File: src/rtl/kvt_pkg.sv
// kvt_pkg: shared types and constants for the key-value table core.
// Request and response payload structs, operation codes, field widths.
// No dependencies.
`timescale 1ns / 1ps

package kvt_pkg;

	localparam int KEY_W   = 64;
	localparam int VAL_W   = 64;
	localparam int REV_W   = 32;
	localparam int CAP_W   = 5;
	localparam int OCC_W   = 5;
	localparam int DEPTH_DEF = 16;

	localparam logic [CAP_W-1:0] CAP_RESET = 5'd16;
	localparam logic [REV_W-1:0] REV_RESET = 32'd1;

	typedef enum logic [1:0] {
		FUNC_STORE  = 2'd0,
		FUNC_LOOKUP = 2'd1,
		FUNC_CLEAR  = 2'd2,
		FUNC_NOP    = 2'd3
	} func_t;

	typedef struct packed {
		func_t            func;
		logic [KEY_W-1:0] key;
		logic [VAL_W-1:0] data_in;
		logic             format_ok;
	} req_t;

	typedef struct packed {
		logic             ok;
		logic [VAL_W-1:0] data_out;
		logic [REV_W-1:0] stored_revision;
		logic [OCC_W-1:0] occupancy;
	} rsp_t;

endpackage

File: src/rtl/kvt_ram.sv
// kvt_ram: single-port-write, single-port-read memory with registered read data.
// Holds key or value words of the table; contents undefined until written.
// No dependencies.
`timescale 1ns / 1ps

module kvt_ram #(
	parameter int WIDTH = 64,
	parameter int DEPTH = 16,
	parameter int AW    = 4
) (
	input  logic             clk,
	input  logic             we,
	input  logic [AW-1:0]    waddr,
	input  logic [WIDTH-1:0] wdata,
	input  logic [AW-1:0]    raddr,
	output logic [WIDTH-1:0] rdata
);

	logic [WIDTH-1:0] mem [DEPTH];

	always_ff @(posedge clk) begin
		if (we) begin
			mem[waddr] <= wdata;
		end
		rdata <= mem[raddr];
	end

endmodule

File: src/rtl/fifo_evict_key_value_table_core.sv
// fifo_evict_key_value_table_core: fully associative key-value table, FIFO eviction.
// Sequencer with one shared key comparator over a key RAM and a value RAM.
// Depends on kvt_pkg and kvt_ram.
//
//   port group            dir   handshake              payload
//   in_valid/in_stall     in    valid/stall            in_req  (kvt_pkg::req_t)
//   out_valid/out_stall   out   valid/stall            out_rsp (kvt_pkg::rsp_t)
//   cfg_we/cfg_wdata      in    write enable           capacity (5 bits)
//
// Store and lookup read the key RAM one entry per cycle, and the single comparator checks
// each entry the cycle after it is read; a hit ends the scan early.
// Clear, no-op and refused stores skip the scan and go straight to the result state.
// Reset clears occupancy, oldest position, and sets the revision counter to one.
// A waiting result holds in the output register; the next request is accepted the cycle
// after that load, and its result waits until that register frees up.
`timescale 1ns / 1ps

module fifo_evict_key_value_table_core #(
	parameter int DEPTH = kvt_pkg::DEPTH_DEF
) (
	input  logic                      clk,
	input  logic                      arst_n,
	input  logic                      in_valid,
	output logic                      in_stall,
	input  kvt_pkg::req_t             in_req,
	output logic                      out_valid,
	input  logic                      out_stall,
	output kvt_pkg::rsp_t             out_rsp,
	input  logic                      cfg_we,
	input  logic [kvt_pkg::CAP_W-1:0] cfg_wdata
);

	import kvt_pkg::*;

	localparam int AW   = (DEPTH > 1) ? $clog2(DEPTH) : 1;
	localparam int CNTW = $clog2(DEPTH + 1);
	localparam int CMPW = (CNTW > CAP_W) ? CNTW : CAP_W;
	localparam int SW   = CNTW + 1;

	typedef enum logic [2:0] {
		ST_IDLE,
		ST_SCAN,
		ST_ACT,
		ST_VRD,
		ST_DONE
	} state_t;

	state_t            state_q;
	logic [CAP_W-1:0]  cap_q;
	logic [AW-1:0]     oldest_q;
	logic [CNTW-1:0]   count_q;
	logic [REV_W-1:0]  rev_ctr_q;

	func_t             func_q;
	logic [KEY_W-1:0]  key_q;
	logic [VAL_W-1:0]  data_q;

	logic [AW-1:0]     scan_slot_q;
	logic [CNTW-1:0]   idx_q;
	logic              vld_s1;
	logic [AW-1:0]     slot_s1;
	logic              hit_q;
	logic [AW-1:0]     slot_q;

	rsp_t              res_q;
	rsp_t              out_q;
	logic              out_valid_q;

	logic [KEY_W-1:0]  key_rd;
	logic [VAL_W-1:0]  val_rd;

	logic              in_acc;
	logic              issuing;
	logic              hit;
	logic [CMPW-1:0]   cap_eff;
	logic              evict;
	logic              refused;
	logic [SW-1:0]     tail_sum;
	logic [AW-1:0]     tail;
	logic              key_we;
	logic              val_we;
	logic [AW-1:0]     val_waddr;
	logic              out_load;

	function automatic logic [AW-1:0] slot_inc(input logic [AW-1:0] s);
		return (s == AW'(DEPTH - 1)) ? '0 : s + 1'b1;
	endfunction

	assign in_stall  = (state_q != ST_IDLE);
	assign in_acc    = in_valid && !in_stall;
	assign out_valid = out_valid_q;
	assign out_rsp   = out_q;

	assign cap_eff  = (CMPW'(cap_q) > CMPW'(DEPTH)) ? CMPW'(DEPTH) : CMPW'(cap_q);
	assign refused  = (cap_eff == '0) || !in_req.format_ok || (rev_ctr_q == '0);
	assign issuing  = (idx_q < count_q);
	assign hit      = vld_s1 && (key_rd == key_q);
	assign evict    = (CMPW'(count_q) >= cap_eff) && (count_q != '0);
	assign tail_sum = SW'(oldest_q) + SW'(count_q);
	assign tail     = (tail_sum >= SW'(DEPTH)) ? AW'(tail_sum - SW'(DEPTH)) : AW'(tail_sum);

	assign key_we    = (state_q == ST_ACT) && (func_q == FUNC_STORE) && !hit_q;
	assign val_we    = (state_q == ST_ACT) && (func_q == FUNC_STORE);
	assign val_waddr = hit_q ? slot_q : tail;
	assign out_load  = (state_q == ST_DONE) && (!out_valid_q || !out_stall);

	kvt_ram #(
		.WIDTH (KEY_W),
		.DEPTH (DEPTH),
		.AW    (AW)
	) u_key_ram (
		.clk   (clk),
		.we    (key_we),
		.waddr (tail),
		.wdata (key_q),
		.raddr (scan_slot_q),
		.rdata (key_rd)
	);

	kvt_ram #(
		.WIDTH (VAL_W),
		.DEPTH (DEPTH),
		.AW    (AW)
	) u_val_ram (
		.clk   (clk),
		.we    (val_we),
		.waddr (val_waddr),
		.wdata (data_q),
		.raddr (slot_q),
		.rdata (val_rd)
	);

	always_ff @(posedge clk or negedge arst_n) begin
		if (!arst_n) begin
			state_q     <= ST_IDLE;
			cap_q       <= CAP_RESET;
			oldest_q    <= '0;
			count_q     <= '0;
			rev_ctr_q   <= REV_RESET;
			vld_s1      <= 1'b0;
			out_valid_q <= 1'b0;
		end else begin
			if (cfg_we) begin
				cap_q <= cfg_wdata;
			end
			if (out_load) begin
				out_valid_q <= 1'b1;
			end else if (out_valid_q && !out_stall) begin
				out_valid_q <= 1'b0;
			end
			case (state_q)
				ST_IDLE: begin
					if (in_acc) begin
						func_q                <= in_req.func;
						key_q                 <= in_req.key;
						data_q                <= in_req.data_in;
						res_q.ok              <= (in_req.func == FUNC_CLEAR);
						res_q.data_out        <= '0;
						res_q.stored_revision <= '0;
						res_q.occupancy       <= '0;
						scan_slot_q           <= oldest_q;
						idx_q                 <= '0;
						vld_s1                <= 1'b0;
						hit_q                 <= 1'b0;
						case (in_req.func)
							FUNC_STORE: begin
								state_q <= refused ? ST_DONE : ST_SCAN;
							end
							FUNC_LOOKUP: begin
								state_q <= ST_SCAN;
							end
							FUNC_CLEAR: begin
								count_q   <= '0;
								oldest_q  <= '0;
								state_q   <= ST_DONE;
							end
							default: begin
								state_q <= ST_DONE;
							end
						endcase
					end
				end
				ST_SCAN: begin
					slot_s1 <= scan_slot_q;
					if (hit) begin
						hit_q   <= 1'b1;
						slot_q  <= slot_s1;
						vld_s1  <= 1'b0;
						state_q <= ST_ACT;
					end else if (issuing) begin
						vld_s1      <= 1'b1;
						idx_q       <= idx_q + 1'b1;
						scan_slot_q <= slot_inc(scan_slot_q);
					end else begin
						vld_s1 <= 1'b0;
						if (!vld_s1) begin
							state_q <= ST_ACT;
						end
					end
				end
				ST_ACT: begin
					if (func_q == FUNC_STORE) begin
						res_q.ok              <= 1'b1;
						res_q.stored_revision <= rev_ctr_q;
						rev_ctr_q             <= rev_ctr_q + 1'b1;
						if (!hit_q) begin
							if (evict) begin
								oldest_q <= slot_inc(oldest_q);
							end else begin
								count_q <= count_q + 1'b1;
							end
						end
						state_q <= ST_DONE;
					end else begin
						state_q <= hit_q ? ST_VRD : ST_DONE;
					end
				end
				ST_VRD: begin
					res_q.ok       <= 1'b1;
					res_q.data_out <= val_rd;
					state_q        <= ST_DONE;
				end
				ST_DONE: begin
					if (out_load) begin
						out_q.ok              <= res_q.ok;
						out_q.data_out        <= res_q.data_out;
						out_q.stored_revision <= res_q.stored_revision;
						out_q.occupancy       <= OCC_W'(count_q);
						state_q               <= ST_IDLE;
					end
				end
				default: begin
					state_q <= ST_IDLE;
				end
			endcase
		end
	end

`ifndef SYNTH
	a_count_bound: assert property (@(posedge clk) disable iff (!arst_n)
		CMPW'(count_q) <= CMPW'(DEPTH))
		else $error("occupancy exceeds table depth");

	a_pipe_only_in_scan: assert property (@(posedge clk) disable iff (!arst_n)
		vld_s1 |-> (state_q == ST_SCAN))
		else $error("compare stage valid outside key scan");

	a_rev_only_in_act: assert property (@(posedge clk) disable iff (!arst_n)
		(state_q != ST_ACT) |=> $stable(rev_ctr_q))
		else $error("revision counter moved outside store update");

	a_hit_keeps_count: assert property (@(posedge clk) disable iff (!arst_n)
		(state_q == ST_ACT && hit_q) |=> $stable(count_q) && $stable(oldest_q))
		else $error("in-place overwrite changed replacement order");

	a_result_from_done: assert property (@(posedge clk) disable iff (!arst_n)
		$rose(out_valid_q) |-> $past(state_q == ST_DONE))
		else $error("result presented without finishing a request");
`endif

endmodule
File: config.mk
export PLATFORM = sky130hd
export DESIGN_NAME = fifo_evict_key_value_table_core
export DESIGN_NICKNAME = d
export VERILOG_FILES = /design/src/rtl/kvt_pkg.sv /design/src/rtl/kvt_ram.sv /design/src/rtl/fifo_evict_key_value_table_core.sv
export SDC_FILE = /design/constraint.sdc
export NUM_CORES = 2
export LEC_CHECK = 0
export BUFFER_PORTS_ARGS = -buffer_cell sky130_fd_sc_hd__buf_2
export CAP_MARGIN = 20
export CORE_MARGIN = 2
export CORE_UTILIZATION = 30
export CTS_CLUSTER_DIAMETER = 120
export DETAILED_ROUTE_END_ITERATION = 12
export SETUP_SLACK_MARGIN = 0.05
export SLEW_MARGIN = 20
export SYNTH_ARGS = -nofsm -noshare
export SYNTH_HDL_FRONTEND = slang
export SYNTH_HIERARCHICAL = 1
export SYNTH_SLANG_ARGS = --single-unit
File: constraint.sdc
create_clock -name clk -period 6.9 [get_ports clk]
set_clock_uncertainty 0.1 [all_clocks]
set_input_delay 1.035 -clock clk [delete_from_list [all_inputs] [get_ports clk]]
set_output_delay 1.035 -clock clk [all_outputs]
set_load 0.02 [all_outputs]
==> results.toml <==
[place]
hpwl_um = 125000
port_buffers = 244
gp_congestion = 0.730
place_area_mm2 = 0.101

[sta]
hold_viol = 0
relSlewSlack = 0.230
tns_ns = 0
setup_viol = 0
rsz0062_at_grt = "false"
worst_pin_slew_ns = 1.15
period_share = 0.648
fmax_mhz = 224
period_needed_ns = 4.47
drv_slew = 0
fin_hold_ws_ns = 0.269

[critical_path]
reg2reg_depth = 8
worstPathRequired_ns = 7.24
worstSetupEndpoint = "u_val_ram/mem[14][61]"
end_kind = "flip-flop"
path_class = "flip-flop to flip-flop"
timing.rr.end = "u_val_ram/mem[14][61]"
crit_path_max_fanout = 24
worstPathArrival_ns = 4.81
r2r_start = "count_q[0]"
critPathLaunch = "count_q[0]"
reg2reg_slack_ns = 2.43
start_kind = "flip-flop"

[cts]
htreeDepth = 5
cts_buffer_depth = 4
cts_made_buffers = 269
ctsResizeCount = 0
postCtsHoldBufs = 1
post-cts-setup-buffer-count = 0
cts.sinks = 2574
cts_tree = "built"
path_clk_slew_ns = 0.06
cts-root-buf = "clkbuf_16"
insertion_delay_ns = 0.84

[floorplan]
core_area_mm2 = 0.312
die_area_mm2 = 0.318
io_pins = 245
die_w_um = 564
rows = 205
start_util = 0.302
chipHeight_um = 564

[grt]
antenna_found_initial = 33
gr-usage-all-layers = 0.138
grt_pass1_wl_um = 322000
grt_max_degree = 133
overflow = 0
grt_pass1_vias = 45255

[finish]
stdcell_area_mm2 = 0.110
area_delta_synth_final_pct = 16.6
final_common_cell = "edfxtp_1"
multi_input_area_mm2 = 0.0177
num-fill-cells = 28453
final_cell_mix = "2,395 x edfxtp_1, 512 x mux4_2, 280 x clkbuf_16"
drive_gt1_frac = 0.276
nNetsFinal = 4779
seqCellArea_mm2 = 0.0758

[power]
vdd_ir_drop_max_uv = 221
power.density_mw_per_mm2 = 332
seqPwrFrac = 0.510
leakage_nw = 35.1
p_clk_frac = 0.397
power_mw = 36.5
p_sw_mw = 8.67
sw_frac_of_total = 0.237
p_int_mw = 27.8
comb_power_share = 0.093

[worst_hold_path]
hp-class = "input port to flip-flop"

[logic_synthesis]
synth_area_leaders = "edfxtp_1 76%, mux4_2 12%, dfxtp_1 2.7%, a22oi_1 2.0%, dfrtp_1 1.3%"
netlist_instances = 4191
synth_top_area_share = 0.764
syn_nets = 4352
yosys.area.top_type = "edfxtp_1"
ys.flop_type = "edfxtp_1"
synthesis.area_mm2 = 0.0942
synth_cell_types = 65
synth-async-reset-ratio = 0.0198
avgSynthCellArea_um2 = 22.5
synth-seq-cells = 2574
synth-edff-count = 2395
yosysSeqAreaShare = 0.804
synth_warnings = 6

[detailed_routing]
drt_iter0_drc = 4150
first_pass_iters = 7
ant_nets = 0
num_vias = 43810
drc = 0
post_drt_via_cell_ratio = 4.88
drt-wirelength-per-cell_um = 25.0
postRouteWirelength_um = 224000

[status]
outcome = "completed"

[job]
timing.max_cap.violations = 0
## kinds of logic (layout without fill, tap and decap cells)
group | count (synthesis) | after routing | synth area share
other cells | 0 | 3 | 0
mux | 519 | 519 | 0.123
compound gates | 312 | 312 | 0.0244
fa+ha+maj | 20 | 20 | 0.00274
simple gates | 450 | 450 | 0.0242
buf+inv | 214 | 854 | 0.0115
xor+xnor | 102 | 102 | 0.00948
flops | 2574 | 2574 | 0.804
## metal layers
layer / GRT usage / part of all wire / up-vias
met3: 0.0279 / 0.067 / 326
met4: 0.0363 / 0.023 / 0
met5: 0 / 0 / -
met1: 0.187 / 0.42 / 23644
li1: - / - / 18371
met2: 0.226 / 0.49 / 1469
## Yosys cell counts (2+ instances only)
library cell	instances
nor4_1	17
mux4_2	512
nor4b_1	2
a22oi_1	257
buf_4	14
nand3_1	26
xor2_1	25
nand3b_1	4
edfxtp_1	2395
and3_1	69
nand4_1	22
dfxtp_1	128
a21o_1	3
xnor2_1	77
o21ai_0	23
mux2_2	7
o221ai_1	2
nor2b_1	7
buf_6	26
a22o_1	2
nor3_1	16
and4_1	5
a21oi_1	8
dfrtp_1	49
nor2_1	48
buf_2	27
nand2_1	178
or3b_2	3
clkbuf_1	99
dfstp_2	2
a21boi_0	2
and2_1	34
ha_1	19
inv_1	22
buf_1	26
nand2b_1	6
## registers in the layout, summed over array words and instances, names as in the netlist
register	count
cap_q	5
count_q	5
data_q	64
func_q	2
hit_q	1
idx_q	5
key_q	64
oldest_q	4
out_rsp	102
out_valid	1
res_q	97
rev_ctr_q	32
scan_slot_q	4
slot_q	4
slot_s1	4
state_q	3
u_key_ram/mem	1024
u_key_ram/rdata	64
u_val_ram/mem	1024
u_val_ram/rdata	64
vld_s1	1
## worst max-delay path: stages (launching register included)
cell,delay [ns]
dfrtp_1,0.46
ha_1,0.23
inv_1,0.07
fa_1,0.38
xnor2_1,0.64
mux2_2,0.34
nand3_1,0.30
nor2_4,0.94
buf_4,0.59
## per-stage QoR
stage               cells  utilization  setup slack, ns
finish               8974        0.352             2.43
global route         8974        0.352             2.29
CTS                  8967        0.351             2.41
detailed placement   8482        0.323             2.45
global placement     8480        0.323             2.45
floorplan            4191            -            0.181
## power groups by stage
| stage | clock [mW] | combinational, mW | sequential, mW |
|---|---|---|---|
| final | 14.5 | 3.39 | 18.6 |
| after global routing | 15.4 | 3.66 | 18.7 |
| after CTS | 14.8 | 3.45 | 18.6 |
| after detailed placement | 0 | 3.44 | 19.0 |
| after global placement | 0 | 3.42 | 18.9 |
| after floorplan | 0 | 2.18 | 18.8 |
## cell type report
type	count	share of cell area
tap	4140	0.0472
antenna	3	0.0000684
clock inverter	129	0.0123
timing repair buffer	348	0.0207
clock buffer	355	0.0681
sequential	2574	0.690
multi-input combinational	1403	0.161
inverter	22	0.000821
## worst min-delay path by stage
stage	from	slack, ns	cells past startpoint	to
final	in_req[84]	0.27	1	key_q[19]
after floorplan	res_q[100]	0.30	0	out_rsp[100]
after detailed placement	res_q[31]	0.30	0	out_rsp[31]
after global placement	res_q[66]	0.30	0	out_rsp[66]
after global routing	in_req[84]	0.22	1	key_q[19]
after CTS	in_req[84]	0.20	1	key_q[19]
(Power assumes the default switching activity.)
